==> src/sv/trfc_pkg.sv <==
`timescale 1ns / 1ps
package trfc_pkg;

    localparam int unsigned TICK_W  = 32;
    localparam int unsigned COUNT_W = 8;
    localparam int unsigned CFG_IDX_W  = 2;
    localparam int unsigned CFG_DATA_W = 32;

    localparam logic [COUNT_W-1:0] COUNT_MAX = {COUNT_W{1'b1}};

    typedef enum logic [1:0] {
        MODE_SEMI = 2'd0,
        MODE_RAMP = 2'd1,
        MODE_AUTO = 2'd2,
        MODE_IDLE = 2'd3
    } t_mode;

    typedef enum logic [1:0] {
        EDGE_NONE    = 2'd0,
        EDGE_PULL    = 2'd1,
        EDGE_RELEASE = 2'd2,
        EDGE_UNUSED  = 2'd3
    } t_edge;

    typedef enum logic [CFG_IDX_W-1:0] {
        REG_FIRING_MODE       = 2'd0,
        REG_KICKIN_INTERVAL   = 2'd1,
        REG_KICKIN_PULLS      = 2'd2,
        REG_MAX_RATE_INTERVAL = 2'd3
    } t_reg_idx;

    typedef struct packed {
        logic [1:0]        trigger_edge;
        logic [TICK_W-1:0] now_ticks;
        logic [TICK_W-1:0] pull_stamp;
        logic [TICK_W-1:0] solenoid_start;
    } t_in_item;

    typedef struct packed {
        logic               fire;
        logic               ramp_active;
        logic [COUNT_W-1:0] fast_pull_count;
    } t_out_item;

endpackage

==> src/sv/trfc_in_if.sv <==
`timescale 1ns / 1ps
interface trfc_in_if;
    logic                valid;
    logic                ready;
    trfc_pkg::t_in_item  data;

    modport source (output valid, output data, input ready);
    modport sink   (input valid, input data, output ready);
endinterface

==> src/sv/trfc_out_if.sv <==
`timescale 1ns / 1ps
interface trfc_out_if;
    logic                valid;
    logic                ready;
    trfc_pkg::t_out_item data;

    modport source (output valid, output data, input ready);
    modport sink   (input valid, input data, output ready);
endinterface

==> src/sv/trigger_ramp_fire_controller_top.sv <==
`timescale 1ns / 1ps
// Path: an accepted input beat is held in the input register, and its result is
//   then written to the result register when that beat moves on.
// Throughput: one beat per cycle; the input register and the result register
//   each advance when the stage after them is empty or drains in the same cycle.
// Reset (i_rst_n low, synchronous): clears both valid flags, the ramp state,
//   the pull count, the previous pull tick and all configuration registers.
module trigger_ramp_fire_controller_top (
    input  logic                              i_clk,
    input  logic                              i_rst_n,
    input  logic                              i_cfg_we,
    input  logic [trfc_pkg::CFG_IDX_W-1:0]    i_cfg_idx,
    input  logic [trfc_pkg::CFG_DATA_W-1:0]   i_cfg_data,
    trfc_in_if.sink                           i_in,
    trfc_out_if.source                        o_out
);
    import trfc_pkg::*;

    t_mode              r_mode;
    logic [TICK_W-1:0]  r_kickin_interval;
    logic [COUNT_W-1:0] r_kickin_pulls;
    logic [TICK_W-1:0]  r_max_rate_interval;

    logic               r_s1_valid;
    t_in_item           r_s1_item;

    logic               r_ramp_on;
    logic [COUNT_W-1:0] r_pull_count;
    logic [TICK_W-1:0]  r_previous_pull;
    logic               n_ramp_on;
    logic [COUNT_W-1:0] n_pull_count;
    logic [TICK_W-1:0]  n_previous_pull;
    logic               n_fire;

    logic               r_out_valid;
    t_out_item          r_out_item;

    logic               w_s1_move;
    logic               w_in_ready;
    logic               w_pulled;
    logic [TICK_W-1:0]  w_gap;
    logic [TICK_W-1:0]  w_expire_tick;
    logic [TICK_W-1:0]  w_next_shot_tick;
    logic [COUNT_W-1:0] w_count_pull;
    logic [COUNT_W-1:0] w_count_final;

    assign w_s1_move  = r_s1_valid && (!r_out_valid || o_out.ready);
    assign w_in_ready = !r_s1_valid || w_s1_move;
    assign i_in.ready = w_in_ready;
    assign o_out.valid = r_out_valid;
    assign o_out.data  = r_out_item;

    always_ff @(posedge i_clk) begin
        if (!i_rst_n) begin
            r_mode              <= MODE_SEMI;
            r_kickin_interval   <= '0;
            r_kickin_pulls      <= '0;
            r_max_rate_interval <= '0;
        end else if (i_cfg_we) begin
            case (i_cfg_idx)
                REG_FIRING_MODE:       r_mode <= t_mode'(i_cfg_data[1:0]);
                REG_KICKIN_INTERVAL:   r_kickin_interval <= i_cfg_data[TICK_W-1:0];
                REG_KICKIN_PULLS:      r_kickin_pulls <= i_cfg_data[COUNT_W-1:0];
                REG_MAX_RATE_INTERVAL: r_max_rate_interval <= i_cfg_data[TICK_W-1:0];
                default: begin
                end
            endcase
        end
    end

    always_comb begin
        w_pulled         = (r_s1_item.trigger_edge == EDGE_PULL);
        w_gap            = r_s1_item.pull_stamp - r_previous_pull;
        w_expire_tick    = r_s1_item.pull_stamp + r_kickin_interval;
        w_next_shot_tick = r_s1_item.solenoid_start + r_max_rate_interval;

        w_count_pull = r_pull_count;
        if (w_pulled) begin
            if (w_gap <= r_kickin_interval) begin
                w_count_pull = (r_pull_count == COUNT_MAX) ? r_pull_count
                                                           : r_pull_count + 1'b1;
            end else begin
                w_count_pull = '0;
            end
        end
        w_count_final = (r_s1_item.now_ticks > w_expire_tick) ? '0 : w_count_pull;
    end

    always_comb begin
        n_fire          = 1'b0;
        n_ramp_on       = r_ramp_on;
        n_pull_count    = r_pull_count;
        n_previous_pull = r_previous_pull;
        case (r_mode)
            MODE_SEMI, MODE_AUTO: begin
                n_fire = w_pulled;
            end
            MODE_RAMP: begin
                n_pull_count = w_count_final;
                if (w_pulled) begin
                    n_previous_pull = r_s1_item.pull_stamp;
                end
                if (!r_ramp_on) begin
                    n_fire    = w_pulled;
                    n_ramp_on = (w_count_final >= r_kickin_pulls);
                end else begin
                    n_fire    = (r_s1_item.now_ticks >= w_next_shot_tick);
                    n_ramp_on = (w_count_final != '0);
                end
            end
            default: begin
            end
        endcase
    end

    always_ff @(posedge i_clk) begin
        if (!i_rst_n) begin
            r_s1_valid      <= 1'b0;
            r_out_valid     <= 1'b0;
            r_ramp_on       <= 1'b0;
            r_pull_count    <= '0;
            r_previous_pull <= '0;
        end else begin
            if (w_in_ready) begin
                r_s1_valid <= i_in.valid;
            end
            if (w_s1_move) begin
                r_out_valid     <= 1'b1;
                r_ramp_on       <= n_ramp_on;
                r_pull_count    <= n_pull_count;
                r_previous_pull <= n_previous_pull;
            end else if (o_out.ready) begin
                r_out_valid <= 1'b0;
            end
        end
    end

    always_ff @(posedge i_clk) begin
        if (w_in_ready && i_in.valid) begin
            r_s1_item <= i_in.data;
        end
        if (w_s1_move) begin
            r_out_item.fire            <= n_fire;
            r_out_item.ramp_active     <= n_ramp_on;
            r_out_item.fast_pull_count <= n_pull_count;
        end
    end

    a_ramp_rises_in_ramp_mode: assert property (@(posedge i_clk) disable iff (!i_rst_n)
        $rose(r_ramp_on) |-> ($past(r_mode) == MODE_RAMP))
        else $error("ramp state set outside ramp mode");

    a_count_moves_with_beat: assert property (@(posedge i_clk) disable iff (!i_rst_n)
        ($past(i_rst_n) && !$stable(r_pull_count)) |-> $past(w_s1_move))
        else $error("pull count changed without a beat");

    a_ready_when_out_empty: assert property (@(posedge i_clk) disable iff (!i_rst_n)
        !r_out_valid |-> w_in_ready)
        else $error("input stalled while result register empty");

    a_result_matches_state: assert property (@(posedge i_clk) disable iff (!i_rst_n)
        ($past(i_rst_n) && $past(w_s1_move)) |->
            (r_out_item.ramp_active == r_ramp_on &&
             r_out_item.fast_pull_count == r_pull_count))
        else $error("result disagrees with updated state");

endmodule

==> src/flat_wrapper.sv <==
// flat-port wrapper written by rule: the top's interface ports become plain ports
module trigger_ramp_fire_controller_top_flat import trfc_pkg::*;
  (i_clk, i_rst_n, i_cfg_we, i_cfg_idx, i_cfg_data, i_in_valid, i_in_data, i_in_ready, o_out_valid, o_out_data, o_out_ready);
  trfc_in_if i_in_i ();
  trfc_out_if o_out_i ();
  input  logic i_clk;
  input  logic i_rst_n;
  input  logic i_cfg_we;
  input  logic [trfc_pkg::CFG_IDX_W-1:0] i_cfg_idx;
  input  logic [trfc_pkg::CFG_DATA_W-1:0] i_cfg_data;
  input wire logic [$bits(i_in_i.valid)-1:0] i_in_valid;
  input wire logic [$bits(i_in_i.data)-1:0] i_in_data;
  output wire logic [$bits(i_in_i.ready)-1:0] i_in_ready;
  output wire logic [$bits(o_out_i.valid)-1:0] o_out_valid;
  output wire logic [$bits(o_out_i.data)-1:0] o_out_data;
  input wire logic [$bits(o_out_i.ready)-1:0] o_out_ready;
  assign i_in_i.valid = i_in_valid;
  assign i_in_i.data = i_in_data;
  assign i_in_ready = i_in_i.ready;
  assign o_out_valid = o_out_i.valid;
  assign o_out_data = o_out_i.data;
  assign o_out_i.ready = o_out_ready;
  trigger_ramp_fire_controller_top u_core (.i_clk(i_clk), .i_rst_n(i_rst_n), .i_cfg_we(i_cfg_we), .i_cfg_idx(i_cfg_idx), .i_cfg_data(i_cfg_data), .i_in(i_in_i), .o_out(o_out_i));
endmodule
==> config.mk <==
export PLATFORM = sky130hd
export DESIGN_NAME = trigger_ramp_fire_controller_top_flat
export DESIGN_NICKNAME = d
export VERILOG_FILES = /design/src/sv/trfc_pkg.sv /design/src/sv/trfc_in_if.sv /design/src/sv/trfc_out_if.sv /design/src/sv/trigger_ramp_fire_controller_top.sv /design/src/flat_wrapper.sv
export SDC_FILE = /design/constraint.sdc
export NUM_CORES = 1
export LEC_CHECK = 0
export BUFFER_PORTS_ARGS = -buffer_cell sky130_fd_sc_hd__buf_2
export CORE_MARGIN = 1
export CORE_UTILIZATION = 40
export DETAILED_ROUTE_END_ITERATION = 8
export MAX_ROUTING_LAYER = met4
export PLACE_DENSITY = 0.6
export SYNTH_ARGS = -nofsm -noshare
export SYNTH_HDL_FRONTEND = slang
export SYNTH_SLANG_ARGS = --single-unit
==> constraint.sdc <==
create_clock -name i_clk -period 7.14 [get_ports i_clk]
set_input_delay 0.357 -clock i_clk [delete_from_list [all_inputs] [get_ports i_clk]]
set_output_delay 0.357 -clock i_clk [all_outputs]
set_load 0.005 [all_outputs]
# After elaboration in Yosys (flattened, before gate mapping)
# Index checks and enable logic that the tools add are counted.
# W data, S select, Z words.
# word_totals
ff_bits	225
wordCells	58
input_bits	137
# op_classes
add_sub_neg	4
eq_ne	7
muxes	11
n_lt_le_gt_ge	4
reduce_logical	16
# op_table
operator	count
$add A32 B32 Y32	2
$mux W8	5
$ge A32 B32 Y1	1
$gt A32 B32 Y1	1
$le A32 B32 Y1	1
$sub A32 B32 Y32	1
$add A8 B1 Y8 const B	1
$eq A8 B8 Y1 const B	1
$ge A8 B8 Y1	1
$reduce_and A2 Y1	4
$reduce_bool A8 Y1	1
$eq A2 B1 Y1 const B	3
$eq A2 B2 Y1 const B	3
$mux W1	5
$logic_not A2 Y1	2
$reduce_and A3 Y1	1
$logic_and A1 B1 Y1	2
$logic_not A1 Y1	2
$logic_or A1 B1 Y1	2
$pmux W1 S2	1
$reduce_bool A2 Y1	1
$reduce_or A2 Y1	1

# Longest topological paths before layout
# Gate-level depths: netlist of the first run.
# logic_depth
word_depth	8
mapped_depth	35
depth_no_buf	33

# Least setup slack after synthesis of the first run
# OpenSTA, ideal clock, no wires.
# synth_path
path_kind	reg-to-reg
startpoint	register u_core.r_s1_item[42] (netlist name)
endpoint	register u_core.r_out_item (netlist bit u_core.o_out.data[8]) (data pin)
setup_slack_ns	0.910
period_less_slack_ns	6.230
setup_time_ns	0.264
required_time_ns	6.876
path_stages_with_launch	34
arrival_ns	5.966
path_cell_list	edfxtp_1 ha_1 buf_6 a21oi_2 o211ai_1 a221o_1 a221oi_2 a211oi_1 o31ai_2 nand2b_1 a21oi_2 o31ai_1 xnor2_1 ha_1 nand4_1 nor3_1 nand4_1 nor3_1 a221oi_1 o211ai_1 a22o_1 clkbuf_1 clkbuf_1 nand2b_1 ha_1 nand2b_1 a21o_1 a21o_1 a21o_1 a21o_1 a21oi_1 nor2b_1 o211ai_1 a21oi_1
# synth_via
elab_chain_cells	8
# synth_rtl
item	line_no	text
from (decl)	trigger_ramp_fire_controller_top.sv:25	t_in_item r_s1_item;
from (signal assigned)	trigger_ramp_fire_controller_top.sv:140	r_s1_item <= i_in.data;
$sub A32 B32 Y32	trigger_ramp_fire_controller_top.sv:73	w_gap = r_s1_item.pull_stamp - r_previous_pull;
$le A32 B32 Y1	trigger_ramp_fire_controller_top.sv:79	if (w_gap <= r_kickin_interval) begin
$mux W8	trigger_ramp_fire_controller_top.sv:79	
$mux W8	trigger_ramp_fire_controller_top.sv:78	if (w_pulled) begin
$mux W8 *	trigger_ramp_fire_controller_top.sv:86	w_count_final = (r_s1_item.now_ticks > w_expire_tick) ? '0 : w_count_pull;
$ge A8 B8 Y1 / $reduce_bool A8 Y1 (equally long branches)	trigger_ramp_fire_controller_top.sv:105, trigger_ramp_fire_controller_top.sv:108	
$mux W1 *	trigger_ramp_fire_controller_top.sv:103	if (!r_ramp_on) begin
$mux W1 *	trigger_ramp_fire_controller_top.sv:94	case (r_mode)
via u_core.n_ramp_on	trigger_ramp_fire_controller_top.sv:30	logic n_ramp_on;
to (decl)	trigger_ramp_fire_controller_top.sv:36	t_out_item r_out_item;
# Mark *: on every way through the listed nets, which the timed path passes. The rest lies on a longest branch.
# A chain may end at the register's enable or synchronous reset.

# Worst setup path after layout of the first run
# Same ends and word-level chain as after synthesis.

==> metrics.cfg, run 1 <==
[run_status]
status=completed

[cts]
cts_max_path_buffers=3
root_buffer=clkbuf_16
clk_latency_ns=0.55
clock_sinks=225
h-tree-depth=1
cts_tree=done
postCtsSetupBuffers=0
cts.clk_slew.worst_paths_ns=0.06
numCtsBuffers=27

[power_and_ir_drop]
vdd_drop_max_mv=0.183
cellPowerDensity_mw_per_mm2=191
p_leak_uw=0.00740

[flow_run]
cap_violations=0

[setup_path]
crit_arrival_ns=6.78
start_kind=flip-flop
max_stage_delay_ns=0.43
cpMaxStageDelayCell=edfxtp_1
crit_type=flip-flop to flip-flop
ff2ff_path_depth=31
r2r-start=u_core.r_s1_item[42]
cpMostUsedCell=a21o_1
crit_fanout=10
rrSetupSlack_ns=0.65
end_kind=flip-flop
regToRegEndpoint=u_core.o_out.data[8]
required_ns=7.43

[placed_design]
routabilityCongestion=0.913
numPortBuffers=148
dp_hpwl_um=30600

[global_route]
antenna_found_initial=0
grt_max_degree=96
grtUsageTotal=0.225
grt_overflow=0
grt_first_pass_wirelength_um=65500
grt_pass1_vias=12300

[sta]
fin_crit_ns=6.49
tns_ns=0
setup_viol=0
skew_ns=0.00928
rsz0062_at_grt=false
clock.fmax_mhz=154
finalMaxSlewViolations=0
tightest_slew_ns=0.941
final-hold-violation-count=0
timing.final.crit_share=0.909
holdWs_ns=0.0151
slew-limit-headroom=0.373

[die]
die_x_um=195
core_mm2=0.0367
chipHeight_um=195
die-area_mm2=0.0381
fp-row-count=70
start_util=0.407
io_pins=149

[routing]
drc_errors=0
drtPass1Iterations=5
routed_wl_um=41100
vias=12300
ant_nets=0
via_per_inst=5.26
routedWlPerCell_um=17.6
drt_iter0_drc=523

[finish]
layout_commonest_cell=nand2_1
layout_common_cells=nand2_1 (248), ha_1 (198), buf_2 (148)
drive_gt1_frac=0.123
seq_area_mm2=0.00559
multi_input_area_mm2=0.00880
synthToLayoutAreaGrowth_pct=20.1
nets=2189
diodes=0
fin_util=0.489
fill_cells=3503

[synth]
synth_cell_types=76
synth-seq-cells=225
async_flop_share=0
synthCells=1624
synth_edf_count=108
postSynthAreaPerCell_um2=9.20
syn-cell-area_mm2=0.0149
synth_nets=1962
ys_seq_area_frac=0.374
yosys_warnings=0
synthFlopType=dfxtp_1

[hold_path]
hold_depth=1
hold-path-endpoint=u_core.r_s1_item[33]
hold_class=input port to flip-flop
hold_start=i_in_data[33]

## logic make-up after synthesis
group           share of synthesized area
fa+ha+maj                           0.170
flops                               0.374
buf+inv                            0.0381
mux                               0.00746
compound gates                      0.198
simple gates                        0.161
xor+xnor                           0.0510
## how the worst max path moves through the flow
stage          depth (start not counted)                  from              endpoint  slack (ns)
6_report                              31  u_core.r_s1_item[42]  u_core.o_out.data[8]        0.65
3_3_place_gp                          31  u_core.r_s1_item[42]  u_core.o_out.data[8]        0.65
5_1_grt                               31  u_core.r_s1_item[42]  u_core.o_out.data[8]        0.09
3_5_place_dp                          30  u_core.r_s1_item[33]  u_core.o_out.data[8]        0.49
4_1_cts                               30  u_core.r_s1_item[33]  u_core.o_out.data[8]        0.48
2_1_floorplan                         33  u_core.r_s1_item[42]  u_core.o_out.data[8]        0.91
## what timing repair did
action	in CTS	in global routing
hold buffers	93	0
setup endpoints to repair	0	2
endpoints found under the hold margin	93	0
gates resized for setup	0	2
## synth_stat cells, types with 4 or more instances
cell type	instances	area (um^2)
nand2_1	248	931
ha_1	198	2480
dfxtp_1	117	2340
edfxtp_1	108	3240
a21oi_1	101	505
a21boi_0	98	736
inv_1	97	364
nor2_1	69	259
a21o_1	65	488
o21ai_0	59	295
xnor2_1	57	499
clkbuf_1	49	184
nand2b_1	35	219
nor2b_1	35	219
nand3_1	30	150
xor2_1	30	263
nor3_1	26	130
nand4_1	25	156
o21a_1	14	105
a31oi_1	11	68.8
mux2i_1	10	100
and2_1	9	56.3
o21bai_1	9	67.6
and3_1	8	50.1
or3_1	8	50.1
a211oi_1	7	52.6
or2_2	7	43.8
a221o_1	6	60.1
a41o_1	6	60.1
o211ai_1	6	45.0
o31ai_1	5	37.5
a21oi_2	4	35.0
nor4_1	4	25.0
## final cells by class
cell class | count | share of cell area
timing repair buffer | 250 | 0.0969
sequential | 225 | 0.311
inverter | 97 | 0.0203
clock buffer | 41 | 0.0458
multi-input combinational | 1250 | 0.490
clock inverter | 8 | 0.00251
tap | 468 | 0.0326
## registers in the layout, summed over array words and instances (netlist names)
signal	cells
u_core.r_pull_count	8
u_core.r_previous_pull	32
u_core.r_mode	2
u_core.r_max_rate_interval	32
u_core.r_kickin_pulls	8
u_core.r_ramp_on	1
u_core.r_s1_item	98
u_core.o_out.valid	1
u_core.r_kickin_interval	32
u_core.o_out.data	10
u_core.r_s1_valid	1
## metal layers
metal	wire length [um]	vias up	global-route usage
met4	1160	0	0.0668
met1	19300	5727	0.293
met5	0	-	-
li1	-	6265	-
met2	18900	236	0.365
met3	1800	64	0.0294
## metrics by stage
| stage | total power [uW] | worst slack, ns | instances | cell area, um^2 |
|---|---|---|---|---|
| 2_1_floorplan | 1870 | 0.910 | 1624 | 14900 |
| 3_3_place_gp | 2060 | 0.649 | 2197 | 16100 |
| 3_5_place_dp | 2070 | 0.490 | 2197 | 16100 |
| 4_1_cts | 3470 | 0.478 | 2339 | 17900 |
| 5_1_grt | 3600 | 0.0921 | 2339 | 17900 |
| 6_report | 3430 | 0.651 | 2339 | 17900 |
## where the power goes
group,internal (uW),switching (uW)
registers,1410,37.8
logic,292,342
clock network,791,561
## critical path, delay by kind of cell, from the launching register on
kind	cells	cell delay [ns]
flip-flops	1	0.43
AO/OA/AOI/OAI	18	3.44
XOR/XNOR	1	0.15
adder cells (fa/ha/maj)	3	0.95
AND/OR/NAND/NOR	8	1.08
buffers and inverters	1	0.19
Note: power is estimated with default switching activity, not from simulation.
==> run 2, diff against run 1 <==
==> constraint.sdc (replaced) <==
create_clock -name i_clk -period 7.9 [get_ports i_clk]
set_input_delay 0.395 -clock i_clk [delete_from_list [all_inputs] [get_ports i_clk]]
set_output_delay 0.395 -clock i_clk [all_outputs]
set_load 0.005 [all_outputs]
==> metrics.cfg, run 2 (synthesis gave the netlist of run 1 again) <==
[placed_design]
numPortBuffers=148  ; unchanged
routabilityCongestion=0.901  ; -1.3%
place_inst=2197  ; unchanged
dp_hpwl_um=30400  ; -0.48%

[global_route]
grtUsageTotal=0.219  ; -0.00578
antenna_found_initial=0  ; unchanged
grt_overflow=0  ; unchanged
grt_pass1_vias=11800  ; -4.1%
grt_first_pass_wirelength_um=63700  ; -2.9%
grt_max_degree=89  ; -7.3%

[cts]
cts_tree=done
h-tree-depth=1  ; unchanged
cts.clk_slew.worst_paths_ns=0.07  ; about the same
root_buffer=clkbuf_16
cts_max_path_buffers=3  ; unchanged
postCtsSetupBuffers=0  ; unchanged
cts_resized=0  ; unchanged
clk_latency_ns=0.58  ; +0.03 ns
numCtsBuffers=27  ; unchanged
clock_sinks=225  ; unchanged

[routing]
drt_iter0_drc=647  ; +24%
routedWlPerCell_um=17.6  ; about the same
vias=12200  ; -1.0%
ant_nets=0  ; unchanged
via_per_inst=5.24  ; -0.33%
drtPass1Iterations=5  ; unchanged
drc_errors=0  ; unchanged
routed_wl_um=40900  ; -0.65%

[die]
die_x_um=195  ; unchanged
die-area_mm2=0.0381  ; unchanged
chipHeight_um=195  ; unchanged
core_mm2=0.0367  ; unchanged
fp-row-count=70  ; unchanged
io_pins=149  ; unchanged
start_util=0.407  ; unchanged

[power_and_ir_drop]
vdd_drop_max_mv=0.181  ; -1.1%
cellPowerDensity_mw_per_mm2=179  ; -6.5%
p_leak_uw=0.00735  ; -0.64%

[sta]
rsz0062_at_grt=false
finalMaxSlewViolations=0  ; unchanged
clock.fmax_mhz=146  ; -5.3%
timing.final.crit_share=0.867  ; -0.0417
tightest_slew_ns=0.996  ; +0.0552 ns
tns_ns=0  ; unchanged
slew-limit-headroom=0.330  ; -0.0425
skew_ns=0.0309  ; +0.0216 ns
fin_crit_ns=6.85  ; +0.361 ns
final-hold-violation-count=0  ; unchanged
setup_viol=0  ; unchanged

[finish]
layout_common_cells=nand2_1 (248), ha_1 (198), buf_2 (148)
largest_register_ffs=98  ; unchanged
layout_commonest_cell=nand2_1
drive_gt1_frac=0.125  ; +0.00214
nets=2172  ; -0.78%
synthToLayoutAreaGrowth_pct=19.3
largest_register=u_core.r_s1_item
diodes=0  ; unchanged
layout.cells.non_filler=2323  ; -0.68%

[setup_path]
crit_type=flip-flop to flip-flop
end_kind=flip-flop
start_kind=flip-flop
cpMostUsedCell=a21o_1
crit_fanout=20  ; +10
max_stage_delay_ns=0.49  ; +0.06 ns
cpMaxStageDelayCell=a221oi_2
crit_arrival_ns=7.15  ; +0.37 ns
required_ns=8.20  ; +0.77 ns

[flow_run]
cap_violations=0  ; unchanged

[run_status]
status=completed

[hold_path]
hold_class=input port to flip-flop

-- run 2: final cells by class --
type | count | area (um^2)
fillers | 3459 | 18900
multi-input cells | 1250 | 8790
flip-flops and latches | 225 | 5590
repair buffers | 233 | 1570
clock buffers | 33 | 718
well taps | 468 | 586
inverters | 97 | 364
clock inverters | 17 | 208
-- run 2: final timing paths --
check                                               start                   endpoint  slack (ns)  depth (start not counted)
worst min-delay path                        i_in_data[57]       u_core.r_s1_item[57]        0.02                          1
worst max-delay path                 u_core.r_s1_item[42]       u_core.o_out.data[8]        1.05                         31
worst min register to register  u_core.r_previous_pull[6]  u_core.r_previous_pull[6]        0.46                          2
worst max register to register       u_core.r_s1_item[42]       u_core.o_out.data[8]        1.05                         31
-- run 2: power breakdown --
part           internal (uW)  switching [uW]  leakage (uW)  total, uW
registers               1270            34.0       0.00200       1310
clock network            779             533      0.000447       1310
logic                    259             310       0.00490        569
total                   2310             877       0.00735       3190
-- run 2: critical path: cells and delay by family (launching register included) --
family | cells | cell delay (ns)
compound gates | 18 | 3.57
xor+xnor | 1 | 0.14
fa+ha+maj | 3 | 0.95
buf+inv | 1 | 0.23
flops | 1 | 0.43
simple gates | 8 | 1.23
-- run 2: layer usage --
metal / track usage / wire (um)
met5: - / 0
met4: 0.0598 / 962
met3: 0.0268 / 1540
met2: 0.353 / 18700
met1: 0.290 / 19700
-- run 2: per-stage QoR --
step | util | worst slack, ns | cell area, um^2 | hold WS [ns] | power [uW]
after floorplan | - | 1.67 | 14900 | 0.443 | 1690
after global placement | 0.440 | 1.28 | 16100 | 0.452 | 1860
after detailed placement | 0.440 | 1.17 | 16100 | 0.459 | 1870
after CTS | 0.485 | 1.10 | 17800 | 0.000220 | 3220
after global routing | 0.486 | 0.510 | 17800 | 0.0000402 | 3340
final | 0.486 | 1.05 | 17800 | 0.0200 | 3190
-- run 2: what timing repair did --
action / 4_1_cts / 5_1_grt
setup endpoints to repair: 0 / 0
hold endpoints to repair: 73 / 3
hold buffers: 73 / 3
